`src/bmhq_pkg.sv`:
```
// ----------------------------------------------------------------------------
// bmhq_pkg
// Shared types and constants for the binary max-heap queue.
// ----------------------------------------------------------------------------
package bmhq_pkg;

  localparam int CAPACITY_DEF = 1024;
  localparam int FIFO_DEPTH = 2;

  typedef enum logic [1:0] {
    OP_PUSH   = 2'd0,
    OP_POP    = 2'd1,
    OP_SEARCH = 2'd2,
    OP_NONE   = 2'd3
  } op_t;

  typedef enum logic [1:0] {
    ST_OK        = 2'd0,
    ST_EMPTY     = 2'd1,
    ST_FULL      = 2'd2,
    ST_NOT_FOUND = 2'd3
  } status_t;

  // Command handed from the front part to the back part.
  typedef struct packed {
    op_t         op;
    logic [31:0] value;
  } cmd_t;

  typedef enum logic [3:0] {
    S_IDLE,
    S_PUSH_RD,
    S_PUSH_CMP,
    S_POP_RD_LAST,
    S_POP_WR_ROOT,
    S_POP_RD_KIDS,
    S_POP_WAIT,
    S_POP_CMP,
    S_SRCH_RD,
    S_SRCH_CMP,
    S_TOP_RD,
    S_TOP_WAIT,
    S_DONE
  } state_t;

endpackage

```
`src/bmhq_front.sv`:
```
// ----------------------------------------------------------------------------
// bmhq_front
// Accepts input beats and queues them as commands for the back part.
// ----------------------------------------------------------------------------
module bmhq_front (
  input  logic               clk,
  input  logic               rst_n,
  input  logic               in_valid,
  output logic               in_stall,
  input  logic [1:0]         in_opcode,
  input  logic signed [31:0] in_value,
  output logic               cmd_valid,
  input  logic               cmd_take,
  output bmhq_pkg::cmd_t     cmd
);

  localparam int D = bmhq_pkg::FIFO_DEPTH;

  bmhq_pkg::cmd_t fifo_r [D];
  logic [$clog2(D)-1:0] wp_r, rp_r;
  logic [$clog2(D):0]   cnt_r;
  logic push, pop;

  assign in_stall  = (cnt_r == ($clog2(D)+1)'(D));
  assign push      = in_valid && !in_stall;
  assign cmd_valid = (cnt_r != '0);
  assign pop       = cmd_valid && cmd_take;
  assign cmd       = fifo_r[rp_r];

  // Store payload of an accepted beat
  always_ff @(posedge clk) begin
    if (push) begin
      fifo_r[wp_r] <= '{op: bmhq_pkg::op_t'(in_opcode), value: in_value};
    end
  end

  // Advance pointers and fill count
  always_ff @(posedge clk) begin
    if (!rst_n) begin
      wp_r  <= '0;
      rp_r  <= '0;
      cnt_r <= '0;
    end else begin
      if (push) wp_r <= wp_r + 1'b1;
      if (pop)  rp_r <= rp_r + 1'b1;
      cnt_r <= cnt_r + {{$clog2(D){1'b0}}, push} - {{$clog2(D){1'b0}}, pop};
    end
  end

endmodule

```
`config.mk`:
```
export PLATFORM = sky130hd
export DESIGN_NAME = bmhq_front
export DESIGN_NICKNAME = d
export VERILOG_FILES = /design/src/bmhq_pkg.sv /design/src/bmhq_front.sv
export SDC_FILE = /design/constraint.sdc
export NUM_CORES = 1
export LEC_CHECK = 0
export CAP_MARGIN = 30
export CORE_MARGIN = 2
export CORE_UTILIZATION = 60
export CTS_CLUSTER_DIAMETER = 200
export DETAILED_ROUTE_END_ITERATION = 6
export DONT_BUFFER_PORTS = 1
export PLACE_DENSITY = 0.76
export SYNTH_ARGS = -nofsm -noshare
export SYNTH_HDL_FRONTEND = slang
export SYNTH_SLANG_ARGS = --single-unit
```
`constraint.sdc`:
```
create_clock -name clk -period 3.6 [get_ports clk]
set_input_delay 0.72 -clock clk [delete_from_list [all_inputs] [get_ports clk]]
set_output_delay 0.72 -clock clk [all_outputs]
set_load 0.05 [all_outputs]
```
==> results.toml, run 1 <==
[status]
outcome = "complete, no violations"

[final_layout]
utilization_pct = 65.50
fin_nets = 182
fin_area_sq_mm = 0.003053
syn_to_final_growth_pct = 7.300
drive_gt1_share_pct = 36.73
diodes = 0

[sta]
period_needed_ns = 2.614
hold_ws_ns = 0.4862
fin_crit_sh_pct = 72.60
skew_ns = 0.01008
fmax_ghz = 0.3826
max_slew_margin_pct = 46.15
setup_viol = 0
final_hold_viol_count = 0
fin_setup_tns_ns = 0
setup_ws_ns = 0.9863
rsz0062_at_grt = "false"
slew_viol_final = 0
worst_pin_slew_ns = 0.8077

[floorplan]
core_sq_mm = 0.004661
dieArea_sq_mm = 0.005309
fp.dieH_um = 72.86
initial_utilization_pct = 61.05
ios = 74
rows = 25
die_width_um = 72.86

[clocking]
ctsHoldBuffers = 0
cts-buffers-inserted = 9
path_clk_slew_ns = 0.07
cts_resized = 0
cts-root-buf = "clkbuf_8"
cts_tree = "built"
clock-sinks = 73
clkLatencyLatePin_ns = 0.32
cts_buffer_depth = 2
cts_max_level = 3
cts_setup_buffers = 0

[place]
place_area_sq_mm = 0.002859
globalplace.congestion = 0.6723
dp_slack_ns = 1.291
dpl.hpwl_um = 2691
port_buffers = 0

[yosys]
synth_nets = 173
ys_seq_area_share_pct = 75.29
synth.top_cell.area_share_pct = 71.77
ys.warnings.count = 0
synthTopCellsByCount = "edfxtp_1 (68), mux2_4 (30), dfxtp_1 (5)"
yosysMostFrequentCell = "edfxtp_1"
synth_edf_count = 68
synthArstFlopShare_pct = 0
synth_top_area_cell = "edfxtp_1"
synth_seq_cells = 73
synth.area.top_cells = "edfxtp_1 (72%), mux2_4 (16%), dfxtp_1 (3.5%), buf_12 (2.1%), mux2_2 (1.6%)"
synth.distinct_cells = 19
synth_area_per_cell_sq_um = 21.39
synthFlopType = "edfxtp_1"
synth_area_sq_mm = 0.002845
syn_inst = 133

[worst_setup_path]
cpMaxStageDelayCell = "dfxtp_2"
crit_chain = "buf_4, mux2_4"
cp_data_required_time_ns = 2.88
worst_ep_arrival_time_ns = 1.89
timing.rr.start = "cnt_r[0]$_SDFF_PN0_"
cp.buffers_inverters = 1
path_max_fanout = 22
cp_top_family = "flip-flops"
worstSetupPathType = "register to output pin"
critPathCaptureType = "output pin"
slowest_delay_ns = 0.75
startpoint_type = "register"
ff2ff_setup_slack_ns = 1.87

[min_path]
hp-class = "primary input to register"
min_from = "in_value[26]"

[global_route]
grt_pass1_vias = 1204
grt-ovfl-total = 0
grt_pass1_wl_um = 6072
antenna_found_initial = 0
grtUsageTotal_pct = 16.40
grt_max_degree = 35

[power]
ir_worst_vdd_mv = 0.5535
power_density_mw_per_mm2 = 904.9
power_leakage_nw = 1.103

[routing]
ant_nets = 0
drtPass1Iterations = 4
post-route-drc-count = 0
vias = 1142
wl_per_cell_um = 20.36
vias_per_cell = 5.682
wirelength_um = 4093
drt_iter0_markers = 59

[flow_run]
cap_violations = 0
-- kinds of logic (layout without fill, tap and decap cells) --
kind of cell    count (synthesis)  count (layout)  share of synthesized area (%)
mux                            35              35                          17.77
simple gates                   13              13                          2.287
buf+inv                         7              21                          2.902
flops                          73              73                          75.29
fa+ha+maj                       2               2                         0.8794
xor+xnor                        2               2                         0.6158
compound gates                  1               1                         0.2640
-- layer usage --
metal,share of wire [%],up-vias,global-route usage [%]
met5,0,-,0
met4,1.0,0,9.877
met3,6.7,4,5.939
met2,55,43,26.67
met1,37,570,18.51
li1,-,525,-
-- stage by stage --
| stage | power, W | instances |
|---|---|---|
| after detailed placement | 0.002234 | 184 |
| after floorplan | 0.002191 | 133 |
| after CTS | 0.002781 | 200 |
| after global routing | 0.002876 | 201 |
| after global placement | 0.002201 | 184 |
| final | 0.002763 | 201 |
-- cell usage in the layout, fill, tap and decap left out, types with 2 or more instances in the layout --
cell type / count
ha_1: 2
edfxtp_1: 68
clkbuf_8: 11
inv_1: 3
mux2_2: 4
nand2b_1: 2
dfxtp_1: 4
nor2_1: 3
clkbuf_1: 2
nand2_1: 2
clkinv_2: 3
mux2_4: 30
and2_1: 2
-- power by group --
group          switching (W)  internal [W]  total, W
Clock               0.000264      0.000285  0.000549
Sequential         0.0000901       0.00110   0.00119
Combinational       0.000727      0.000299   0.00103
Total                0.00108       0.00168   0.00276
-- worst paths after layout --
check | cells past startpoint | endpoint
max reg2reg | 8 | cnt_r[1]$_SDFF_PN0_
max | 2 | cmd[20]
min | 0 | fifo_r[1][26]$_DFFE_PP_
min reg2reg | 2 | wp_r$_SDFFE_PN0P_
-- area by class of cell --
type | count | area, sq um
Inverter | 3 | 11.26
Multi-Input combinational cell | 53 | 629.4
Clock buffer | 13 | 158.9
Clock inverter | 3 | 15.01
Fill cell | 301 | 1608
Sequential cell | 73 | 2143
Tap cell | 54 | 67.56
Timing Repair Buffer | 2 | 27.53
-- registers in the layout (all words and copies together), names as in the netlist, named ones only --
signal  flops
fifo_r     68
cnt_r       2
rp_r        1
wp_r        1
Note: power is estimated with default switching activity, not from simulation.
==> run 2: changes to the inputs <==
--- a/config.mk
+++ b/config.mk
@@ -5,6 +5,7 @@
 export SDC_FILE = /design/constraint.sdc
 export NUM_CORES = 1
 export LEC_CHECK = 0
+export ABC_AREA = 1
 export CAP_MARGIN = 30
 export CORE_MARGIN = 2
 export CORE_UTILIZATION = 60
==> constraint.sdc (replaced) <==
create_clock -name clk -period 2.6 [get_ports clk]
set_input_delay 0.52 -clock clk [delete_from_list [all_inputs] [get_ports clk]]
set_output_delay 0.52 -clock clk [all_outputs]
set_load 0.05 [all_outputs]
==> results.toml, run 2 <==
[final_layout]
final_cell_mix = "edfxtp_1 (68), mux2_4 (30), inv_1 (9), nand2_1 (9), clkbuf_8 (9)"
final_common_cell = "edfxtp_1"
diodes = 0
syn_to_final_growth_pct = 8.541
fin_cells = 214
fin_nets = 195
drive_gt1_share_pct = 33.75
largest_register_ffs = 68
top_register = "fifo_r"
reg_top3 = "fifo_r: 68 flops, cnt_r: 2 flops"

[yosys]
synth_top_family_by_area = "multiplexers"
synth_area_sq_mm = 0.002856
synth.distinct_cells = 12
yosys.area_share.simple_pct = 2.760
ys_seq_area_share_pct = 74.99
synth_area_per_cell_sq_um = 19.84
synthTopCellsByCount = "edfxtp_1 (68), mux2_4 (30), inv_1 (9), nand2_1 (9), nor2_1 (8)"
yosysMostFrequentCell = "edfxtp_1"
synth.top_cell.area_share_pct = 71.48
synth.area.top_cells = "edfxtp_1 (71%), mux2_4 (16%), dfxtp_1 (3.5%), buf_12 (2.1%), mux2_2 (1.6%)"
synth_compound_area_share_pct = 0.3504
synth_top_area_cell = "edfxtp_1"
syn_inst = 144
synth_mux_area_share_pct = 17.35
synthFlopType = "edfxtp_1"
synth-adder-area-share_pct = 0.8760
synth_seq_cells = 73
synthArstFlopShare_pct = 0
ys.warnings.count = 0
synth_edf_count = 68
synth_nets = 184
yosys.area_share.xor_xnor_pct = 0

[sta]
slew_viol_final = 0
fin_crit_sh_pct = 84.37
max_slew_margin_pct = 67.37
setup_ws_ns = 0.4064
fin_setup_tns_ns = 0
skew_ns = 0.009523
hold_ws_ns = 0.2837
period_needed_ns = 2.194
final_hold_viol_count = 0
setup_viol = 0
worst_pin_slew_ns = 0.4882
fmax_ghz = 0.4559
rsz0062_at_grt = "false"

[clocking]
cts_setup_buffers = 0
cts_buffer_depth = 2
clock-sinks = 73
path_clk_slew_ns = 0.07
cts_tree = "built"
cts_max_level = 3
cts-buffers-inserted = 9
cts-root-buf = "clkbuf_8"
clkLatencyLatePin_ns = 0.33
ctsHoldBuffers = 0
cts_resized = 0

[place]
globalplace.congestion = 0.8088
dp_slack_ns = 0.7446
dpl.hpwl_um = 2791
port_buffers = 0
dpl.cell_count = 198

[floorplan]
die_width_um = 73
fp.dieH_um = 73
rows = 25
ios = 74
initial_utilization_pct = 61.29
dieArea_sq_mm = 0.005329
core_sq_mm = 0.004661

[routing]
drtPass1Iterations = 4
vias_per_cell = 5.598
drt_iter0_markers = 32
wirelength_um = 4005
wl_per_cell_um = 18.71
vias = 1198
post-route-drc-count = 0
ant_nets = 0

[power]
ir_worst_vdd_mv = 0.9427
power_density_mw_per_mm2 = 1206
power_leakage_nw = 1.142

[global_route]
grt-ovfl-total = 0
grtUsageTotal_pct = 16.26
antenna_found_initial = 0
grt_max_degree = 30
grt_pass1_wl_um = 6113
grt_pass1_vias = 1321

[worst_setup_path]
path_max_fanout = 12
cp_data_required_time_ns = 2.08
timing.rr.start = "cnt_r[0]$_SDFF_PN0_"
worstSetupPathType = "register to output pin"
ff2ff_setup_slack_ns = 0.94
r2r_end = "cnt_r[1]$_SDFF_PN0_"
worst_ep_arrival_time_ns = 1.67
startpoint_type = "register"
critPathCaptureType = "output pin"
r2r_cells = 10

[flow_run]
cap_violations = 0

[min_path]
holdPathStages = 0
hp-class = "primary input to register"
min_from = "in_opcode[0]"
worst_hold_path.endpoint = "fifo_r[0][32]$_DFFE_PP_"

[status]
outcome = "complete, no violations"
-- run 2: worst max-delay path by stage --
stage / slack [ns] / cells after the start / to
after floorplan: 0.15 / 2 / fifo_r[0][0]$_DFFE_PP_
after global placement: 0.77 / 2 / cmd[21]
after detailed placement: 0.74 / 2 / cmd[21]
after CTS: 0.39 / 2 / cmd[21]
after global routing: 0.34 / 2 / cmd[21]
final: 0.41 / 2 / cmd[21]
-- run 2: layout make-up --
| cell class | instances | area (sq um) |
|---|---|---|
| Sequential cell | 73 | 2143 |
| Fill cell | 297 | 1560 |
| Multi-Input combinational cell | 58 | 616.8 |
| Clock buffer | 9 | 123.9 |
| Clock inverter | 7 | 85.08 |
| Tap cell | 54 | 67.56 |
| Inverter | 9 | 33.78 |
| Timing Repair Buffer | 4 | 30.03 |
-- run 2: critical path: stages (launching register included) --
cell and delay (ns):
dfxtp_2 0.53, buf_4 0.32, mux2_2 0.50
-- run 2: logic make-up (layout without fill, tap and decap cells) --
logic type	Yosys count	after routing
adders and majority gates	2	2
buffers and inverters	13	29
and+or+nand+nor	20	20
muxes	34	34
AOI/OAI and AO/OA	2	2
DFF	73	73
-- run 2: power breakdown --
part           internal (W)  switching [W]
clock network      0.000530       0.000366
registers           0.00150      0.0000809
logic              0.000342       0.000926
-- run 2: per-stage QoR --
stage	utilization, %	area [sq um]	power, W
after global routing	66.52	3100	0.003894
after global placement	62.04	2892	0.002835
after CTS	66.52	3100	0.003777
final	66.52	3100	0.003739
after detailed placement	62.04	2892	0.002882
after floorplan	-	2856	0.002805
-- run 2: routing by layer --
| metal | share of wire [%] | vias up | wire, um | track usage [%] |
|---|---|---|---|---|
| li1 | - | 557 | - | - |
| met5 | 0 | - | 0 | 0 |
| met1 | 34 | 583 | 1364 | 15.63 |
| met4 | 0.32 | 0 | 13 | 7.407 |
| met3 | 10 | 2 | 407 | 8.149 |
| met2 | 55 | 56 | 2219 | 28.73 |
==> run 3: changes to the inputs <==
==> constraint.sdc (replaced) <==
create_clock -name clk -period 2.05 [get_ports clk]
set_input_delay 0.41 -clock clk [delete_from_list [all_inputs] [get_ports clk]]
set_output_delay 0.41 -clock clk [all_outputs]
set_load 0.05 [all_outputs]
==> results.toml, run 3 (synthesized netlist as in run 2, its figures left out) <==
[worst_setup_path]
path_max_fanout = 20
slowest_delay_ns = 0.51
cp.buffers_inverters = 1
cp_top_family = "multiplexers"
cpMaxStageDelayCell = "mux2_2"
path_depth = 2
crit_chain = "buf_4, mux2_2"
worstSetupPathType = "register to output pin"
startpoint_type = "register"
r2r_cells = 10
cp_data_required_time_ns = 1.64
worst_ep_arrival_time_ns = 1.49
critPathCaptureType = "output pin"

[clocking]
clkLatencyLatePin_ns = 0.33
cts-root-buf = "clkbuf_8"
cts_max_level = 3
cts_setup_buffers = 0
path_clk_slew_ns = 0.07
cts-buffers-inserted = 9
cts_resized = 0
ctsHoldBuffers = 0
cts_buffer_depth = 2
clock-sinks = 73
cts_tree = "built"

[power]
power_leakage_nw = 1.176
power_density_mw_per_mm2 = 1592
ir_worst_vdd_mv = 1.011

[sta]
fmax_ghz = 0.5261
slew_viol_final = 0
worst_pin_slew_ns = 0.4867
fin_setup_tns_ns = 0
setup_ws_ns = 0.1493
fin_crit_sh_pct = 92.71
rsz0062_at_grt = "false"
skew_ns = 0.004882
final_hold_viol_count = 0
period_needed_ns = 1.901
hold_ws_ns = 0.1673
max_slew_margin_pct = 67.47
setup_viol = 0

[final_layout]
syn_to_final_growth_pct = 11.13
fin_nets = 195
largest_register_ffs = 68
final_cell_mix = "edfxtp_1 (68), mux2_4 (30), inv_1 (9), nand2_1 (9), clkbuf_8 (9)"
reg_top3 = "fifo_r: 68 flops, cnt_r: 2 flops"
diodes = 0
n_fill_cell = 290
final_common_cell = "edfxtp_1"
top_register = "fifo_r"
drive_gt1_share_pct = 34.38

[min_path]
hp-class = "primary input to register"
holdPathStages = 0

[place]
dpl.hpwl_um = 2812
dp_slack_ns = 0.3467
port_buffers = 0
globalplace.congestion = 0.7061

[floorplan]
die_width_um = 73
fp.dieH_um = 73
rows = 25
ios = 74
core_sq_mm = 0.004661
initial_utilization_pct = 61.29
dieArea_sq_mm = 0.005329

[routing]
vias = 1232
vias_per_cell = 5.757
wirelength_um = 4157
drt_iter0_markers = 63
drtPass1Iterations = 4
ant_nets = 0
wl_per_cell_um = 19.43
post-route-drc-count = 0

[global_route]
grt_pass1_vias = 1384
antenna_found_initial = 0
grt-ovfl-total = 0
grtUsageTotal_pct = 16.55
grt_pass1_wl_um = 6244
grt_max_degree = 35

[status]
outcome = "complete, no violations"

[flow_run]
cap_violations = 0
run 3: changes by cell type in the layout (fill, tap and decap cells not counted):
cell / before / now
buf_12: 0 / 2
buf_4: 4 / 2
bufinv_16: 2 / 4
clkinv_1: 2 / 0
clkbuf_1: 0 / 1
clkinvlp_4: 1 / 0
run 3: path summary, 6_finish.rpt:
kind	start	endpoint	slack [ns]
worst min register to register	rp_r$_SDFFE_PN0P_	register	0.53
worst max-delay path	register	cmd[22]	0.15
worst min-delay path	in_value[2]	fifo_r[0][2]$_DFFE_PP_	0.17
worst max register to register	cnt_r[0]$_SDFF_PN0_	cnt_r[1]$_SDFF_PN0_	0.34
run 3: layout make-up:
type / count / area (sq um) / area share [%]
flip-flops and latches: 73 / 2143 / 67.52
clock buffers: 10 / 127.6 / 4.020
well taps: 54 / 67.56 / 2.129
clock inverters: 6 / 130.1 / 4.099
repair buffers: 4 / 55.05 / 1.734
multi-input cells: 58 / 616.8 / 19.43
inverters: 9 / 33.78 / 1.064
run 3: worst reg2reg max path: stages, from the launching register on:
cell	delay [ns]
dfxtp_1	0.37
inv_1	0.07
nand2_1	0.13
nand2_1	0.13
ha_1	0.32
inv_1	0.04
ha_1	0.19
inv_1	0.07
nand2_1	0.07
a21oi_1	0.16
nor2_1	0.07
run 3: power breakdown:
group / total (W) / internal, W / switching (W)
sequential: 0.00196 / 0.00189 / 0.0000701
combinational: 0.00168 / 0.000457 / 0.00122
clock: 0.00141 / 0.000928 / 0.000485
total: 0.00505 / 0.00328 / 0.00177
run 3: stage by stage:
step,power (W),utilization [%],cell area (sq um),cells
2_1_floorplan,0.003557,-,2859,144
3_3_place_gp,0.003623,62.58,2917,198
3_5_place_dp,0.003688,62.58,2917,198
4_1_cts,0.005102,68.11,3174,214
5_1_grt,0.005220,68.11,3174,214
6_report,0.005053,68.11,3174,214
run 3: metal layers:
metal / part of all wire, % / global-route usage [%] / vias to the layer above
met3: 8.8 / 7.320 / 15
met1: 33 / 15.01 / 607
li1: - / - / 557
met2: 55 / 28.53 / 53
met4: 3.4 / 12.35 / 0
met5: 0 / 0 / -
